`config.mk`:
```
export PLATFORM = sky130hd
export DESIGN_NAME = pid_rate_limited_controller
export DESIGN_NICKNAME = d
export VERILOG_FILES = /design/src/design/prlc_pkg.sv /design/src/design/prlc_mul.sv /design/src/design/prlc_div.sv /design/src/design/pid_rate_limited_controller.sv
export SDC_FILE = /design/constraint.sdc
export NUM_CORES = 2
export LEC_CHECK = 0
export BUFFER_PORTS_ARGS = -buffer_cell sky130_fd_sc_hd__buf_2
export CAP_MARGIN = 20
export CORE_UTILIZATION = 30
export CTS_CLUSTER_DIAMETER = 100
export DETAILED_ROUTE_END_ITERATION = 10
export PLACE_DENSITY = 0.53
export SYNTH_ARGS = -nofsm -noshare
export SYNTH_HDL_FRONTEND = slang
export SYNTH_HIERARCHICAL = 1
export SYNTH_SLANG_ARGS = --single-unit
```
`constraint.sdc`:
```
create_clock -name clk -period 15.9 [get_ports clk]
set_input_delay 1.59 -clock clk [delete_from_list [all_inputs] [get_ports clk]]
set_output_delay 1.59 -clock clk [all_outputs]
set_load 0.03 [all_outputs]
```
`src/design/prlc_pkg.sv`:
```
// shared types, constants and helpers of the rate-limited pid controller
package prlc_pkg;

  localparam int DW        = 32;           // data width of all fields
  localparam int FRAC      = 16;           // fraction bits, q16.16
  localparam int MUL_STEPS = 32;           // one multiplier bit per cycle
  localparam int DIV_W     = 49;           // dividend width of the serial divider
  localparam int CNT_MW    = $clog2(MUL_STEPS);
  localparam int CNT_DW    = $clog2(DIV_W);

  localparam logic signed [31:0] SAT_MAX = 32'sh7fff_ffff;
  localparam logic signed [31:0] SAT_MIN = -32'sh7fff_ffff - 32'sd1;
  localparam logic signed [31:0] ONE_Q   = 32'sd65536;
  localparam logic [DIV_W-1:0]   ONE_SQ  = 49'h0_0001_0000_0000;

  localparam logic [30:0] MAX_CHANGE_RST = 31'd1638;
  localparam logic [30:0] ZERO_THR_RST   = 31'd3277;

  // register indexes of the configuration port
  localparam logic [2:0] REG_KP       = 3'd0;
  localparam logic [2:0] REG_KI       = 3'd1;
  localparam logic [2:0] REG_KD       = 3'd2;
  localparam logic [2:0] REG_SETPOINT = 3'd3;
  localparam logic [2:0] REG_MAX_CHG  = 3'd4;
  localparam logic [2:0] REG_ZERO_THR = 3'd5;

  typedef struct packed {
    logic               start;
    logic signed [31:0] a;
    logic signed [31:0] b;
  } mul_req_t;

  typedef struct packed {
    logic             start;
    logic [DIV_W-1:0] num;
    logic [31:0]      den;
  } div_req_t;

  // saturate a wide signed value to 32 bits
  function automatic logic signed [31:0] sat32(input logic signed [51:0] v);
    logic signed [31:0] r;
    if (v > 52'(SAT_MAX)) r = SAT_MAX;
    else if (v < 52'(SAT_MIN)) r = SAT_MIN;
    else r = v[31:0];
    return r;
  endfunction

endpackage

```
`src/design/prlc_mul.sv`:
```
// bit-serial signed 32x32 multiplier, one partial product per cycle
module prlc_mul (
  input  logic                clk,
  input  logic                rst_n,
  input  prlc_pkg::mul_req_t  req,
  output logic                done,
  output logic signed [63:0]  prod
);

  logic                         busy_r, fix_r, done_r, neg_r;
  logic [prlc_pkg::CNT_MW-1:0]  cnt_r;
  logic [31:0]                  ma_r;
  logic [63:0]                  p_r;
  logic signed [63:0]           prod_r;
  logic [31:0]                  a_mag, b_mag;
  logic [32:0]                  step_sum;

  // operand magnitudes and one shift-add step
  always_comb begin
    a_mag    = req.a[31] ? (~req.a + 32'd1) : req.a;
    b_mag    = req.b[31] ? (~req.b + 32'd1) : req.b;
    step_sum = {1'b0, p_r[63:32]} + (p_r[0] ? {1'b0, ma_r} : 33'd0);
  end

  always_ff @(posedge clk) begin
    if (!rst_n) begin
      busy_r <= 1'b0;
      fix_r  <= 1'b0;
      done_r <= 1'b0;
    end else begin
      done_r <= 1'b0;
      if (req.start) begin
        ma_r   <= a_mag;
        p_r    <= {32'd0, b_mag};
        neg_r  <= req.a[31] ^ req.b[31];
        cnt_r  <= '0;
        busy_r <= 1'b1;
      end else if (busy_r) begin
        p_r   <= {step_sum, p_r[31:1]};
        cnt_r <= cnt_r + 1'b1;
        if (cnt_r == prlc_pkg::CNT_MW'(prlc_pkg::MUL_STEPS - 1)) begin
          busy_r <= 1'b0;
          fix_r  <= 1'b1;
        end
      end else if (fix_r) begin
        // apply the sign
        prod_r <= neg_r ? -$signed(p_r) : $signed(p_r);
        fix_r  <= 1'b0;
        done_r <= 1'b1;
      end
    end
  end

  assign done = done_r;
  assign prod = prod_r;

endmodule

```
`src/design/prlc_div.sv`:
```
// bit-serial restoring divider, one quotient bit per cycle
module prlc_div (
  input  logic                           clk,
  input  logic                           rst_n,
  input  prlc_pkg::div_req_t             req,
  output logic                           done,
  output logic [prlc_pkg::DIV_W-1:0]     quot
);

  logic                          busy_r, done_r;
  logic [prlc_pkg::CNT_DW-1:0]   cnt_r;
  logic [31:0]                   den_r, rem_r;
  logic [prlc_pkg::DIV_W-1:0]    q_r;
  logic [32:0]                   trial, trial_sub;
  logic                          ge;

  // one trial subtraction
  always_comb begin
    trial     = {rem_r, q_r[prlc_pkg::DIV_W-1]};
    trial_sub = trial - {1'b0, den_r};
    ge        = trial >= {1'b0, den_r};
  end

  always_ff @(posedge clk) begin
    if (!rst_n) begin
      busy_r <= 1'b0;
      done_r <= 1'b0;
    end else begin
      done_r <= 1'b0;
      if (req.start) begin
        den_r  <= req.den;
        rem_r  <= '0;
        q_r    <= req.num;
        cnt_r  <= '0;
        busy_r <= 1'b1;
      end else if (busy_r) begin
        rem_r <= ge ? trial_sub[31:0] : trial[31:0];
        q_r   <= {q_r[prlc_pkg::DIV_W-2:0], ge};
        cnt_r <= cnt_r + 1'b1;
        if (cnt_r == prlc_pkg::CNT_DW'(prlc_pkg::DIV_W - 1)) begin
          busy_r <= 1'b0;
          done_r <= 1'b1;
        end
      end
    end
  end

  assign done = done_r;
  assign quot = q_r;

endmodule

```
`src/design/pid_rate_limited_controller.sv`:
```
// top level: pid step sequencer with slew limit and deadband
//
//   channel | direction | handshake          | payload
//   in      | input     | in_valid/in_stall   | in_measured, in_elapsed
//   out     | output    | out_valid/out_stall | out_drive, out_rate_limited, out_zero_forced
//   cfg     | input     | cfg_wr_en           | cfg_index, cfg_data
//
// a beat runs four serial multiplies and two serial divides, one after another
// in the shared units. a zero ki or a zero elapsed skips one divide, both skip both.
// a new beat is taken only once the previous one has left the sequencer.
// reset is synchronous and restores register defaults and the loop state.
// a stalled result sits in the output register while the next beat runs;
// the final step waits for that register to empty.
module pid_rate_limited_controller (
  input  logic               clk,
  input  logic               rst_n,
  input  logic               in_valid,
  output logic               in_stall,
  input  logic signed [31:0] in_measured,
  input  logic [30:0]        in_elapsed,
  output logic               out_valid,
  input  logic               out_stall,
  output logic signed [31:0] out_drive,
  output logic               out_rate_limited,
  output logic               out_zero_forced,
  input  logic               cfg_wr_en,
  input  logic [2:0]         cfg_index,
  input  logic [31:0]        cfg_data
);

  typedef enum logic [3:0] {
    S_IDLE, S_MI, S_MI_W, S_LIM, S_LIM_W, S_DER, S_DER_W,
    S_MP, S_MP_W, S_MK, S_MK_W, S_MD, S_MD_W, S_FIN
  } state_t;

  state_t state_r;

  logic signed [31:0] kp_r, ki_r, kd_r, setpoint_r;
  logic [30:0]        max_chg_r, zero_thr_r;
  logic signed [31:0] meas_r, err_r, integ_r, deriv_r, prev_err_r, prev_drv_r;
  logic [30:0]        dt_r;
  logic signed [32:0] diff_r;
  logic signed [49:0] acc_r;
  logic               lim_last_r;
  logic               out_valid_r, out_lim_r, out_zero_r;
  logic signed [31:0] out_drive_r;

  prlc_pkg::mul_req_t         mul_req;
  prlc_pkg::div_req_t         div_req;
  logic                       mul_done, div_done;
  logic signed [63:0]         mul_prod;
  logic [prlc_pkg::DIV_W-1:0] div_quot;

  logic signed [31:0] err_in, integ_upd, integ_lim, deriv_q, drv_sat, drv_fin;
  logic signed [49:0] term;
  logic signed [48:0] integ_sum;
  logic signed [33:0] lim34, up_b, dn_b, integ34;
  logic [32:0]        diff_mag;
  logic [31:0]        ki_mag, meas_mag;
  logic               clip, forced;

  prlc_mul u_mul (.clk(clk), .rst_n(rst_n), .req(mul_req), .done(mul_done), .prod(mul_prod));
  prlc_div u_div (.clk(clk), .rst_n(rst_n), .req(div_req), .done(div_done), .quot(div_quot));

  // operand selection for the shared units
  always_comb begin
    diff_mag = diff_r[32] ? 33'(-diff_r) : 33'(diff_r);
    ki_mag   = ki_r[31] ? (~ki_r + 32'd1) : ki_r;
    mul_req  = '0;
    div_req  = '0;
    unique case (state_r)
      S_MI: begin
        mul_req = '{start: 1'b1, a: err_r, b: $signed({1'b0, dt_r})};
      end
      S_MP: begin
        mul_req = '{start: 1'b1, a: kp_r, b: err_r};
      end
      S_MK: begin
        mul_req = '{start: 1'b1, a: ki_r, b: integ_r};
      end
      S_MD: begin
        mul_req = '{start: 1'b1, a: kd_r, b: deriv_r};
      end
      S_LIM: begin
        div_req = '{start: (ki_r != 32'sd0), num: prlc_pkg::ONE_SQ, den: ki_mag};
      end
      S_DER: begin
        div_req = '{start: (dt_r != 31'd0), num: {diff_mag, 16'd0},
                    den: {1'b0, dt_r}};
      end
      default: begin
        mul_req = '0;
        div_req = '0;
      end
    endcase
  end

  // datapath helpers for each step
  always_comb begin
    err_in    = prlc_pkg::sat32(52'(setpoint_r) - 52'(in_measured));
    term      = 50'($signed(mul_prod[63:16]));
    // integral accumulate, held if the last output was rate limited, then clamp to plus or minus one
    integ_sum = lim_last_r ? 49'(integ_r)
                           : (49'(integ_r) + 49'($signed(mul_prod[63:16])));
    if (integ_sum > 49'(prlc_pkg::ONE_Q)) integ_upd = prlc_pkg::ONE_Q;
    else if (integ_sum < -49'(prlc_pkg::ONE_Q)) integ_upd = -prlc_pkg::ONE_Q;
    else integ_upd = integ_sum[31:0];
    // gain based clamp
    lim34   = $signed({1'b0, div_quot[32:0]});
    integ34 = 34'(integ_r);
    if (integ34 > lim34) integ_lim = lim34[31:0];
    else if (integ34 < -lim34) integ_lim = 32'(-lim34);
    else integ_lim = integ_r;
    // signed derivative quotient
    deriv_q = prlc_pkg::sat32(diff_r[32] ? -$signed({3'd0, div_quot})
                                         : $signed({3'd0, div_quot}));
    // slew limit and deadband
    drv_sat = prlc_pkg::sat32(52'(acc_r));
    up_b    = 34'(prev_drv_r) + $signed({3'd0, max_chg_r});
    dn_b    = 34'(prev_drv_r) - $signed({3'd0, max_chg_r});
    clip    = 1'b0;
    drv_fin = drv_sat;
    if (34'(drv_sat) > up_b) begin
      drv_fin = up_b[31:0];
      clip    = 1'b1;
    end else if (34'(drv_sat) < dn_b) begin
      drv_fin = dn_b[31:0];
      clip    = 1'b1;
    end
    meas_mag = meas_r[31] ? (~meas_r + 32'd1) : meas_r;
    forced   = (setpoint_r == 32'sd0) && (meas_mag < {1'b0, zero_thr_r});
  end

  // sequencer, loop state, configuration and output register
  always_ff @(posedge clk) begin
    if (!rst_n) begin
      state_r     <= S_IDLE;
      kp_r        <= '0;
      ki_r        <= '0;
      kd_r        <= '0;
      setpoint_r  <= '0;
      max_chg_r   <= prlc_pkg::MAX_CHANGE_RST;
      zero_thr_r  <= prlc_pkg::ZERO_THR_RST;
      prev_err_r  <= '0;
      integ_r     <= '0;
      prev_drv_r  <= '0;
      lim_last_r  <= 1'b0;
      out_valid_r <= 1'b0;
    end else begin
      if (cfg_wr_en) begin
        unique case (cfg_index)
          prlc_pkg::REG_KP:       kp_r       <= cfg_data;
          prlc_pkg::REG_KI:       ki_r       <= cfg_data;
          prlc_pkg::REG_KD:       kd_r       <= cfg_data;
          prlc_pkg::REG_SETPOINT: setpoint_r <= cfg_data;
          prlc_pkg::REG_MAX_CHG:  max_chg_r  <= cfg_data[30:0];
          prlc_pkg::REG_ZERO_THR: zero_thr_r <= cfg_data[30:0];
          default: ;
        endcase
      end
      // the final step reloads the register itself
      if (out_valid_r && !out_stall && state_r != S_FIN) out_valid_r <= 1'b0;
      unique case (state_r)
        S_IDLE: begin
          if (in_valid) begin
            meas_r  <= in_measured;
            dt_r    <= in_elapsed;
            err_r   <= err_in;
            state_r <= S_MI;
          end
        end
        S_MI: begin
          diff_r     <= 33'(err_r) - 33'(prev_err_r);
          prev_err_r <= err_r;
          state_r    <= S_MI_W;
        end
        S_MI_W: begin
          if (mul_done) begin
            integ_r    <= integ_upd;
            lim_last_r <= 1'b0;
            state_r    <= S_LIM;
          end
        end
        S_LIM: state_r <= (ki_r != 32'sd0) ? S_LIM_W : S_DER;
        S_LIM_W: begin
          if (div_done) begin
            integ_r <= integ_lim;
            state_r <= S_DER;
          end
        end
        S_DER: begin
          if (dt_r != 31'd0) begin
            state_r <= S_DER_W;
          end else begin
            // zero elapsed saturates on the sign of the change
            if (diff_r > 33'sd0) deriv_r <= prlc_pkg::SAT_MAX;
            else if (diff_r < 33'sd0) deriv_r <= prlc_pkg::SAT_MIN;
            else deriv_r <= '0;
            state_r <= S_MP;
          end
        end
        S_DER_W: begin
          if (div_done) begin
            deriv_r <= deriv_q;
            state_r <= S_MP;
          end
        end
        S_MP: state_r <= S_MP_W;
        S_MP_W: begin
          if (mul_done) begin
            acc_r   <= term;
            state_r <= S_MK;
          end
        end
        S_MK: state_r <= S_MK_W;
        S_MK_W: begin
          if (mul_done) begin
            acc_r   <= acc_r + term;
            state_r <= S_MD;
          end
        end
        S_MD: state_r <= S_MD_W;
        S_MD_W: begin
          if (mul_done) begin
            acc_r   <= acc_r + term;
            state_r <= S_FIN;
          end
        end
        S_FIN: begin
          if (!(out_valid_r && out_stall)) begin
            out_valid_r <= 1'b1;
            out_lim_r   <= clip;
            out_zero_r  <= forced;
            out_drive_r <= forced ? 32'sd0 : drv_fin;
            prev_drv_r  <= forced ? 32'sd0 : drv_fin;
            if (clip) lim_last_r <= 1'b1;
            if (forced) integ_r <= '0;
            state_r <= S_IDLE;
          end
        end
        default: state_r <= S_IDLE;
      endcase
    end
  end

  assign in_stall         = (state_r != S_IDLE);
  assign out_valid        = out_valid_r;
  assign out_drive        = out_drive_r;
  assign out_rate_limited = out_lim_r;
  assign out_zero_forced  = out_zero_r;

endmodule
```
Word-level counts from Yosys, hierarchy flattened --
Index checks and enable logic that the tools add are counted.
Storage, ports and cells: latch bits 0, flip-flop bits (word level) 826, RAM bits 0, memories 0, output and inout port bits 36, memory bits (read-only) 0
Operators by class: add/subtract/negate cells 18, bitwise gates (word level) 10, shifts and indexed selects 0, multipliers 0, mux-type cells 74, eq/ne operators 35, $lt $le $gt $ge 16, divide/modulo/power cells 0, reductions and logical operators 41
Operator list (number):
- 2-to-1 mux 32 bit | 27
- case mux 65 bit (4 select lines) | 1
- case mux 82 bit (2 select lines) | 1
- 2-to-1 mux 49 bit | 3
- adder 32 x 1 -> 32 bit, second input constant | 4
- 2-to-1 mux 64 bit | 2
- inverter 32 bit | 4
- 2-to-1 mux 50 bit | 2
- case mux 50 bit (2 select lines) | 1
- subtractor 32 x 32 -> 33 bit | 3
- case mux 32 bit (3 select lines) | 1
- negator 64 bit | 1
- case mux 32 bit (2 select lines) | 1
- case mux 4 bit (14 select lines) | 1
- greater-than comparator 52 x 32 -> 1 bit, second input constant | 1
- < comparator 52 x 32 -> 1 bit, second input constant | 1
- 2-to-1 mux 52 bit | 1
- negator 49 -> 52 bit | 1
- adder 50 x 48 -> 50 bit | 1
- greater-than comparator 50 x 32 -> 1 bit, second input constant | 1
- < comparator 50 x 32 -> 1 bit, second input constant | 1
- adder 32 x 48 -> 49 bit | 1
- greater-than comparator 49 x 18 -> 1 bit, second input constant | 1
- < comparator 49 x 17 -> 1 bit, second input constant | 1
- other kinds (56) | 132

Depth between registers and ports, before layout --
word-level depth 9, depth in mapped cells 32, depth with buffers taken out 31

Cells and area by module --
Netlist, hierarchy kept.
Modules (own cells, without submodules):
- pid_rate_limited_controller | cells each 5144, area each 41119.4 µm², instances 1, sequential area each 13172.6 µm²
- prlc_mul | cells each 1000, area each 10361.2 µm², instances 1, sequential area each 5044.8 µm²
- prlc_div | cells each 564, area each 6757.7 µm², instances 1, sequential area each 3613.5 µm²

Worst setup path after synthesis --
OpenSTA, ideal clock, no wires.
path kind input -> register, start in rst_n, end reg dt_r[0] (enable), slack 9.213 ns, path buffers 2, arrival 6.138 ns, stages 4, library setup time 0.549 ns, cells stage by stage clkbuf_1 clkbuf_1 nand2_1 nor2_1
On the way: cells in the longest elaborated chain, start to end 1
RTL lines:
- start: declaration | line pid_rate_limited_controller.sv:16 | input logic rst_n,
- AND reduction 3 bit (no source line)
- end signal: assignment | line pid_rate_limited_controller.sv:167 | dt_r <= in_elapsed;
- end: declaration | line pid_rate_limited_controller.sv:41 | logic [30:0] dt_r;
Every way passes these cells. A chain may end at the register's enable or synchronous reset.

Worst setup path in the final report --
start reg max_chg_r[1], end reg out_drive_r[31] (netlist: out_drive[31]), data pin
On the way: cells in the longest elaborated chain, start to end 5
RTL lines:
- start: declaration | line pid_rate_limited_controller.sv:39 | logic [30:0] max_chg_r, zero_thr_r;
- start signal: assignment | line pid_rate_limited_controller.sv:142 | max_chg_r <= prlc_pkg::MAX_CHANGE_RST;
- start signal: assignment | line pid_rate_limited_controller.sv:156 | prlc_pkg::REG_MAX_CHG: max_chg_r <= cfg_data[30:0];
- subtractor 32 x 32 -> 33 bit | line pid_rate_limited_controller.sv:120 | dn_b = 34'(prev_drv_r) - $signed({3'd0, max_chg_r});
- < comparator 32 x 33 -> 1 bit | line pid_rate_limited_controller.sv:126 | end else if (34'(drv_sat) < dn_b) begin
- 2-to-1 mux 32 bit | line pid_rate_limited_controller.sv:126
- 2-to-1 mux 32 bit (*) | line pid_rate_limited_controller.sv:123 | if (34'(drv_sat) > up_b) begin
- 2-to-1 mux 32 bit (*) | line pid_rate_limited_controller.sv:234 | out_drive_r <= forced ? 32'sd0 : drv_fin;
- end signal: assignment | line pid_rate_limited_controller.sv:234
- end: declaration | line pid_rate_limited_controller.sv:46 | logic signed [31:0] out_drive_r;
Mark *: on every way between the ends. The rest lies on a longest branch, timed or not.

==> flow_summary.json <==
{
  "status": "completed",
  "holdWs_ns": 0.453,
  "syn_to_final_growth_pct": 11.8,
  "worstPathMaxFanout": 31,
  "n_fill_cell": 19700,
  "cp_slowest_cell": "inv_1",
  "grt_util_all_layers_pct": 20.8,
  "vias": 50000,
  "first_global_vias": 47500,
  "die_area_um2": 194000,
  "post-route-min-period_ns": 7.66,
  "clk_latency_ns": 0.76,
  "finalSetupViolCount": 0,
  "drt_iter0_markers": 4558,
  "io_pins": 139,
  "cts_tree": "yes",
  "r2r_end": "out_drive[31]",
  "crit_type": "reg2reg",
  "viasPerCell": 5.39,
  "coreArea_um2": 190000,
  "crit_start": "max_chg_r[1]",
  "arrival_ns": 8.12,
  "grt_remaining_overflow": 0,
  "maxSlewViolCount": 0,
  "clock_path_buffers": 3,
  "path_delay_family": "compound AO/OA/AOI/OAI gates",
  "root_buffer": "clkbuf_16",
  "hp-class": "reg2reg",
  "hold_end": "kp_r[17]",
  "crit_buf_inv": 4,
  "hpwl_mm": 159,
  "min_period_over_period_pct": 48.2,
  "portBuffers": 138,
  "layout-drive-gt1-share_pct": 8.14,
  "worst_r2r_path_depth": 33,
  "syn_area_per_cell_um2": 8.64,
  "cts_setup_buffers": 0,
  "finalClockSkew_ns": 0.0475,
  "cts_resized": 0,
  "grt_setup_unrepaired": "false",
  "fp.dieW_um": 440,
  "crit_path_max_incr_delay_ns": 0.57,
  "ctsHoldBuffers": 0,
  "tns_ns": 0,
  "total_power_mw": 8.73,
  "yosys_warnings": 6,
  "max_freq_mhz": 131,
  "tightest_slew_ns": 1.08,
  "synthesis.area_um2": 57500,
  "syn_inst": 6658,
  "reg2reg_from": "max_chg_r[1]",
  "rows": 160,
  "initial_core_util_pct": 30.2,
  "powerDensity_nw_per_um2": 136,
  "maxCapViolCount": 0,
  "max_slew_margin_pct": 26.8,
  "end_kind": "register",
  "routed_wl_mm": 207,
  "avgRoutedWirePerCell_um": 22.3,
  "cp-start-kind": "register",
  "detail-route-antenna-nets": 0,
  "place.gp.congestion": 0.923,
  "peakVddDrop_mv": 0.0975,
  "cts.htree.levels": 3,
  "r2r_slack_ns": 8.24,
  "dr.pass1.iters": 9,
  "hold_viol": 0,
  "grt_pass1_wl_mm": 305,
  "worstPathRequired_ns": 16.36,
  "hold_depth": 2,
  "crit_top_cell": "o21ai_0",
  "leakage_nw": 24.9,
  "holdCritStartpoint": "kp_r[17]",
  "cts_buffers": 96,
  "antenna_found_initial": 7,
  "final_nets": 7249,
  "drc_errors": 0,
  "cts.clk_slew.worst_paths_ns": 0.06,
  "die_h_um": 440,
  "cts_sinks": 810,
  "grt_max_degree": 97
}
-- through the flow --
step           setup slack [ns]  util, %  cells  area, µm²
6_report                   8.24     33.8   9280      64300
5_1_grt                    7.65     33.8   9276      64300
4_1_cts                    8.31     33.8   9273      64300
3_5_place_dp               8.36     32.0   9096      60900
3_3_place_gp               8.08     32.0   9095      60900
2_1_floorplan              9.21        -   6673      57600
-- how the worst max path moves through the flow --
stage | end | slack [ns] | cells past startpoint
2_1_floorplan | dt_r[0] | 9.21 | 4
3_3_place_gp | out_drive[23] | 8.08 | 31
3_5_place_dp | out_drive[31] | 8.36 | 33
4_1_cts | out_drive[31] | 8.31 | 33
5_1_grt | out_drive[31] | 7.65 | 33
6_report | out_drive[31] | 8.24 | 33
-- flip-flops by register name (all words and copies together) (netlist names), 33 cells and up --
name / cells
u_mul/prod: 48
u_div/quot: 49
acc_r: 50
u_mul/p_r: 64
diff_r: 33
-- report_power, final --
part           internal (mW)  switching, mW
logic                   1.22           2.13
clock network           1.37          0.982
registers               2.68          0.345
-- metal layers --
metal,global-route usage [%],wire length [µm]
met4,7.57,7230
met2,33.8,94700
met3,2.93,13500
met5,0,0
met1,27.9,91400
-- layout make-up --
class	instances	area, µm²	share of cell area (%)
Inverter	332	1250	1.94
Timing Repair Buffer	222	1390	2.16
Clock inverter	48	583	0.906
Sequential cell	810	21400	33.2
Clock buffer	129	2760	4.29
Tap cell	2511	3140	4.88
Antenna cell	4	10.0	0.0156
Multi-Input combinational cell	5224	33900	52.6
-- cells in the final DEF (no fill, tap or decap), types with 82 or more instances in the layout --
cell type,count
nand2_1,988
inv_1,326
nand3_1,125
dfxtp_1,297
buf_2,138
o31ai_1,84
nor3_1,107
a21oi_1,637
xor2_1,191
clkbuf_16,100
o21ai_0,379
nor2_1,475
a21o_1,156
ha_1,452
xnor2_1,339
edfxtp_1,513
nand4_1,82
-- worst reg2reg max path: cells and delay by family, from the launching register on --
| kind | cells | cell delay [ns] |
|---|---|---|
| AOI/OAI and AO/OA | 15 | 3.39 |
| xor gates and xnor gates | 1 | 0.09 |
| adders and majority gates | 2 | 0.64 |
| buffers and inverters | 4 | 1.22 |
| DFF | 1 | 0.34 |
| and+or+nand+nor | 11 | 1.70 |
Note: power is estimated with default switching activity, not from simulation.
